==> src/hdl/spq_pkg.sv <==
package spq_pkg;

   typedef enum logic {
      OP_ENQUEUE = 1'b0,
      OP_DEQUEUE = 1'b1
   } op_type;

   localparam logic [1:0] STATUS_OK    = 2'd0;
   localparam logic [1:0] STATUS_EMPTY = 2'd1;
   localparam logic [1:0] STATUS_FULL  = 2'd2;

   typedef struct packed {
      logic               valid;
      logic signed [31:0] value;
      logic [7:0]         prio;
   } entry_type;

   typedef struct packed {
      logic      push;
      logic      pop;
      entry_type item;
   } cmd_type;

endpackage

==> src/hdl/spq_cell.sv <==
module spq_cell
   import spq_pkg::*;
(
   input  logic      clock,
   input  logic      reset,
   input  cmd_type   cmd,
   input  entry_type prev_entry,
   input  logic      prev_go,
   input  entry_type next_entry,
   output entry_type entry,
   output logic      go
);

   entry_type entry_ff;
   entry_type entry_in;

   // go: new item belongs at or before this cell (ties keep older entries ahead)
   assign go = !entry_ff.valid || (entry_ff.prio < cmd.item.prio);

   always_comb begin
      entry_in = entry_ff;
      if (cmd.pop) begin
         entry_in = next_entry;
      end else if (cmd.push && go) begin
         entry_in = prev_go ? prev_entry : cmd.item;
      end
   end

   always_ff @(posedge clock) begin
      if (reset) begin
         entry_ff.valid <= 1'b0;
      end else begin
         entry_ff.valid <= entry_in.valid;
      end
      entry_ff.value <= entry_in.value;
      entry_ff.prio  <= entry_in.prio;
   end

   assign entry = entry_ff;

endmodule

==> src/hdl/stable_priority_queue_core.sv <==
// Stable priority queue built as a sorted chain of cells.
// Command channel: a beat is taken at a clock edge where start is high and
// busy is low. req_operation selects enqueue or dequeue; value and priority
// are used on enqueue only. busy never rises: one command per clock cycle.
// Response channel: each command gives exactly one beat, marked by
// rsp_strobe, in the cycle right after the command was taken.
// The receiver cannot stall; every beat is presented once only.
// Entries sit in the cells ordered by priority, highest first, and by age
// among equal priorities. An enqueue inserts in place while the cells below
// it shift down one step; a dequeue takes cell 0 and every cell shifts up.
// Each cell talks only to its two neighbors, so the logic path of a command
// does not lengthen with QUEUE_DEPTH; the cell compare and mux set the cycle time.
// Status reports a dequeue while empty or an enqueue while full; such
// commands leave the queue untouched. rsp_top_* and rsp_entry_count give the
// state after the command.
// Reset (synchronous) empties the queue and drops any pending response.
module stable_priority_queue_core
   import spq_pkg::*;
#(
   parameter int QUEUE_DEPTH = 16
) (
   input  logic               clock,
   input  logic               reset,
   input  logic               start,
   output logic               busy,
   input  logic               req_operation,
   input  logic signed [31:0] req_item_value,
   input  logic [7:0]         req_item_priority,
   output logic               rsp_strobe,
   output logic [1:0]         rsp_status,
   output logic signed [31:0] rsp_removed_value,
   output logic [7:0]         rsp_removed_priority,
   output logic               rsp_top_valid,
   output logic signed [31:0] rsp_top_value,
   output logic [7:0]         rsp_top_priority,
   output logic [4:0]         rsp_entry_count
);

   localparam int CW = $clog2(QUEUE_DEPTH + 1);

   entry_type chain [QUEUE_DEPTH];
   logic      go    [QUEUE_DEPTH];
   cmd_type   cmd;

   logic          accept;
   logic          is_full;
   logic          is_empty;
   logic [CW-1:0] count_ff, count_in;
   logic          strobe_ff;
   logic [1:0]    status_ff, status_in;
   logic signed [31:0] rem_value_ff, rem_value_in;
   logic [7:0]    rem_prio_ff, rem_prio_in;

   assign busy     = 1'b0;
   assign accept   = start && !busy;
   assign is_full  = (count_ff == CW'(QUEUE_DEPTH));
   assign is_empty = (count_ff == '0);

   always_comb begin
      cmd.push       = 1'b0;
      cmd.pop        = 1'b0;
      cmd.item.valid = 1'b1;
      cmd.item.value = req_item_value;
      cmd.item.prio  = req_item_priority;
      count_in       = count_ff;
      status_in      = STATUS_OK;
      rem_value_in   = '0;
      rem_prio_in    = '0;
      if (accept) begin
         if (req_operation == OP_DEQUEUE) begin
            if (is_empty) begin
               status_in = STATUS_EMPTY;
            end else begin
               cmd.pop      = 1'b1;
               count_in     = count_ff - CW'(1);
               rem_value_in = chain[0].value;
               rem_prio_in  = chain[0].prio;
            end
         end else begin
            if (is_full) begin
               status_in = STATUS_FULL;
            end else begin
               cmd.push = 1'b1;
               count_in = count_ff + CW'(1);
            end
         end
      end
   end

   for (genvar i = 0; i < QUEUE_DEPTH; i++) begin : g_cell
      entry_type prev_e, next_e;
      logic      prev_g;
      if (i == 0) begin : g_first
         assign prev_e = cmd.item;
         assign prev_g = 1'b0;
      end else begin : g_mid
         assign prev_e = chain[i-1];
         assign prev_g = go[i-1];
      end
      if (i == QUEUE_DEPTH - 1) begin : g_last
         assign next_e = '0;
      end else begin : g_inner
         assign next_e = chain[i+1];
      end
      spq_cell u_cell (
         .clock      (clock),
         .reset      (reset),
         .cmd        (cmd),
         .prev_entry (prev_e),
         .prev_go    (prev_g),
         .next_entry (next_e),
         .entry      (chain[i]),
         .go         (go[i])
      );
   end

   always_ff @(posedge clock) begin
      if (reset) begin
         count_ff  <= '0;
         strobe_ff <= 1'b0;
      end else begin
         count_ff  <= count_in;
         strobe_ff <= accept;
      end
      status_ff    <= status_in;
      rem_value_ff <= rem_value_in;
      rem_prio_ff  <= rem_prio_in;
   end

   assign rsp_strobe           = strobe_ff;
   assign rsp_status           = status_ff;
   assign rsp_removed_value    = rem_value_ff;
   assign rsp_removed_priority = rem_prio_ff;
   assign rsp_top_valid        = chain[0].valid;
   assign rsp_top_value        = chain[0].valid ? chain[0].value : '0;
   assign rsp_top_priority     = chain[0].valid ? chain[0].prio : '0;
   assign rsp_entry_count      = 5'(count_ff);

endmodule
==> config.mk <==
export PLATFORM = sky130hd
export DESIGN_NAME = stable_priority_queue_core
export DESIGN_NICKNAME = d
export VERILOG_FILES = /design/src/hdl/spq_pkg.sv /design/src/hdl/spq_cell.sv /design/src/hdl/stable_priority_queue_core.sv
export SDC_FILE = /design/constraint.sdc
export NUM_CORES = 2
export LEC_CHECK = 0
export ABC_AREA = 1
export BUFFER_PORTS_ARGS = -buffer_cell sky130_fd_sc_hd__buf_2
export CORE_ASPECT_RATIO = 1.4
export CORE_UTILIZATION = 55
export CTS_CLUSTER_DIAMETER = 50
export DETAILED_ROUTE_END_ITERATION = 6
export GPL_ROUTABILITY_DRIVEN = 0
export PLACE_DENSITY_LB_ADDON = 0.1
export REMOVE_ABC_BUFFERS = 1
export SLEW_MARGIN = 40
export SYNTH_ARGS = -nofsm -noshare
export SYNTH_HDL_FRONTEND = slang
export SYNTH_SLANG_ARGS = --single-unit
export TNS_END_PERCENT = 100
==> constraint.sdc <==
create_clock -name clock -period 4.4 [get_ports clock]
set_input_delay 0.88 -clock clock [delete_from_list [all_inputs] [get_ports clock]]
set_output_delay 0.88 -clock clock [all_outputs]
set_load 0.005 [all_outputs]
==> impl_metrics.csv <==
group,metric,value,unit
outcome,outcome,"complete, but fails checks",
outcome,violations,"design-rule violations",
sta,grt_setup_unrepaired,"no",
drt,drtAntennaViolNets,0,
layout,syn_to_final_growth,8.79,%
sta,setup_viol,0,
critical_path,cp_max_fo,132,
sta,finalClockSkew,0.0185,ns
cts,clock-sinks,704,
layout,final_cells,6015,
cts,clock_latency,0.63,ns
critical_path,setup.worst_path.end_class,"register",
layout,drive_gt1_share,7.25,%
grt,grt_pass1_wl,164000,um
sta,final.setup.tns,0,ns
yosys,synth-edff-count,600,
yosys,avgSynthCellArea,7.91,sq um
cts,cts_setup_buffers,0,
grt,grt_max_degree,221,
grt,gr-usage-met2,42.7,%
cts,clockRootBuffer,"clkbuf_16",
placement,dp_hpwl,72800,um
grt,grt_pass1_vias,29900,
yosys,synth_top_area_cell,"edfxtp_1",
grt,antenna_found_initial,5,
floorplanning,die-area,74300,sq um
floorplanning,rows,117,
floorplanning,initial_core_util,55.5,%
yosys,yosysSeqAreaShare,49.9,%
cts,ctsHtreeMaxLevel,3,
cts,cts_tree,"yes",
grt,grtUsageMet1,40.4,%
grt,globalRouteTotalUtil,27.4,%
grt,overflow,0,
layout,fin_util,60.4,%
yosys,synth_cell_type_count,29,
drt,viasPerCell,5.51,
floorplanning,die_w,231,um
drt,wl_per_cell,17.1,um
yosys,synth_warnings,0,
sta,holdWs,0.425,ns
yosys,netlist_area,40300,sq um
cts,cts.clk_slew.worst_paths,0.06,ns
yosys,synth.most_common_cell,"nand2_1",
yosys,synthCells,5094,
sta,finalMaxSlewViolations,0,
floorplanning,core,72600,sq um
drt,drt-pass1-iter-count,7,
critical_path,critPathArrivalTime,3.39,ns
critical_path,path_class,"register to register",
sta,worstMarginPinSlew,0.765,ns
power_and_ir_drop,p_comb_share,27.9,%
sta,post-route-period-util,69.2,%
drt,drc_errors,4,
power_and_ir_drop,leakage,20.9,nW
yosys,synthTopCellsByCount,"nand2_1, nand3_1, inv_1",
yosys,synth_ff_type,"edfxtp_1",
yosys,synth_top_cell_area_share,44.7,%
critical_path,cp-start-kind,"register",
floorplanning,die_h,322,um
hold_path,hold_path.class,"input port to register",
power_and_ir_drop,sw_frac_of_total,33.6,%
power_and_ir_drop,p_sw,0.00754,W
floorplanning,io_pins,134,
cts,cts_resized,0,
critical_path,required,4.75,ns
layout,nNetsFinal,5160,
yosys,synth_top_cells_by_area,"edfxtp_1, nand3_1, nand2_1, inv_1, dfxtp_1",
power_and_ir_drop,power.internal,0.0149,W
sta,fmax,0.329,GHz
cts,numCtsBuffers,76,
grt,grt-busiest-layer,"met2",
placement,portBuffers,132,
cts,clock_path_buffers,3,
yosys,async_reset_ff_share,0,%
sta,finalHoldViolCount,0,
sta,relSlewSlack,49.0,%
drt,totalWireLength,103000,um
flow_run,drv_cap,0,
placement,placedCellCount,5873,
grt,grtUsageMet3,3.13,%
drt,vias,33100,
cts,cts_hold_buf,0,
power_and_ir_drop,peakVddDrop,0.000322,V
power_and_ir_drop,power_frac_clock,28.6,%
yosys,synth-seq-cells,704,
power_and_ir_drop,seq_power_share,43.5,%
power_and_ir_drop,p_per_area,512,nW/um^2
sta,period_minus_slack,3.04,ns
drt,dr.first_iter.drc_count,3138,
-- registers in the layout, summed over array words and instances, names as in the netlist --
| signal | flops |
|---|---|
| g_cell.u_cell.entry | 656 |
| rsp_removed_value | 32 |
| rsp_removed_priority | 8 |
| rsp_entry_count | 5 |
| rsp_status | 2 |
| rsp_strobe | 1 |
-- layout make-up --
type                    count  area (sq um)
well taps                 952          1190
flip-flops and latches    704         20100
clock buffers             116          2280
diodes                      2          5.00
clock inverters            23           195
inverters                 708          2660
fillers                  6744         28800
multi-input cells        3281         15800
repair buffers            229          1630
-- worst max-delay path: stages (launching register included) --
cell and delay (ns):
dfxtp_1 0.36, nor4_4 0.35, nand2_2 0.37, nand2_8 0.50, buf_12 0.46, buf_16 0.38, o21ai_0 0.17
-- layer usage --
layer	wire length [um]	vias up
met1	48000	15200
li1	-	16700
met5	0	-
met3	6790	128
met4	1800	0
met2	46300	1103
-- through the flow --
step / cell area (sq um) / worst slack (ns) / total power (W)
5_1_grt: 43800 / 1.15 / 0.0238
3_5_place_dp: 41300 / 0.884 / 0.0161
2_1_floorplan: 38500 / -5.99 / 0.0143
4_1_cts: 43800 / 1.39 / 0.0225
6_report: 43800 / 1.36 / 0.0224
3_3_place_gp: 41300 / 0.934 / 0.0159
-- final timing paths --
path | start | endpoint | slack [ns] | cells past startpoint
min | reset | rsp_strobe$_SDFF_PP0_ | 0.43 | 2
min reg2reg | g_cell[15].u_cell.entry[29]$_SDFFE_PP0P_ | g_cell[15].u_cell.entry[29]$_SDFFE_PP0P_ | 0.51 | 4
max reg2reg | rsp_entry_count[2]$_SDFFE_PP0P_ | g_cell[2].u_cell.entry[27]$_DFFE_PP_ | 1.36 | 6
max | rsp_entry_count[2]$_SDFFE_PP0P_ | g_cell[2].u_cell.entry[27]$_DFFE_PP_ | 1.36 | 6
-- placed cells by master, fill, tap and decap left out, types with 3 or more instances in the layout --
cell,count
nor2_1,195
a21oi_1,57
clkbuf_1,24
inv_1,704
o21a_1,4
a31oi_1,40
inv_2,4
o21ai_0,412
nand3b_1,14
o21ai_1,90
nand2_2,20
edfxtp_1,600
buf_2,132
ha_1,115
buf_4,79
xor2_1,3
nand3_1,1136
nand2_1,1175
clkinv_2,8
clkbuf_16,82
clkbuf_8,10
buf_12,16
bufinv_16,3
nor3_1,12
clkinv_1,7
dfxtp_1,100
-- power groups by stage --
stage | logic (W) | registers (W) | clock network (W)
2_1_floorplan | 0.00438 | 0.00994 | 0
3_3_place_gp | 0.00604 | 0.00985 | 0
3_5_place_dp | 0.00619 | 0.00990 | 0
4_1_cts | 0.00622 | 0.00976 | 0.00655
5_1_grt | 0.00710 | 0.00990 | 0.00679
6_report | 0.00625 | 0.00977 | 0.00643
-- cells by family (layout without fill, tap and decap cells) --
logic type | Yosys count | after routing | synth area share [%]
and+or+nand+nor | 2554 | 2554 | 27.6
buffers and inverters | 1109 | 1076 | 11.1
DFF | 704 | 704 | 49.9
AOI/OAI and AO/OA | 606 | 606 | 7.70
adders and majority gates | 116 | 116 | 3.62
xor gates and xnor gates | 4 | 4 | 0.0870
other | 1 | 3 | 0.00931
Note: power is estimated with default switching activity, not from simulation.
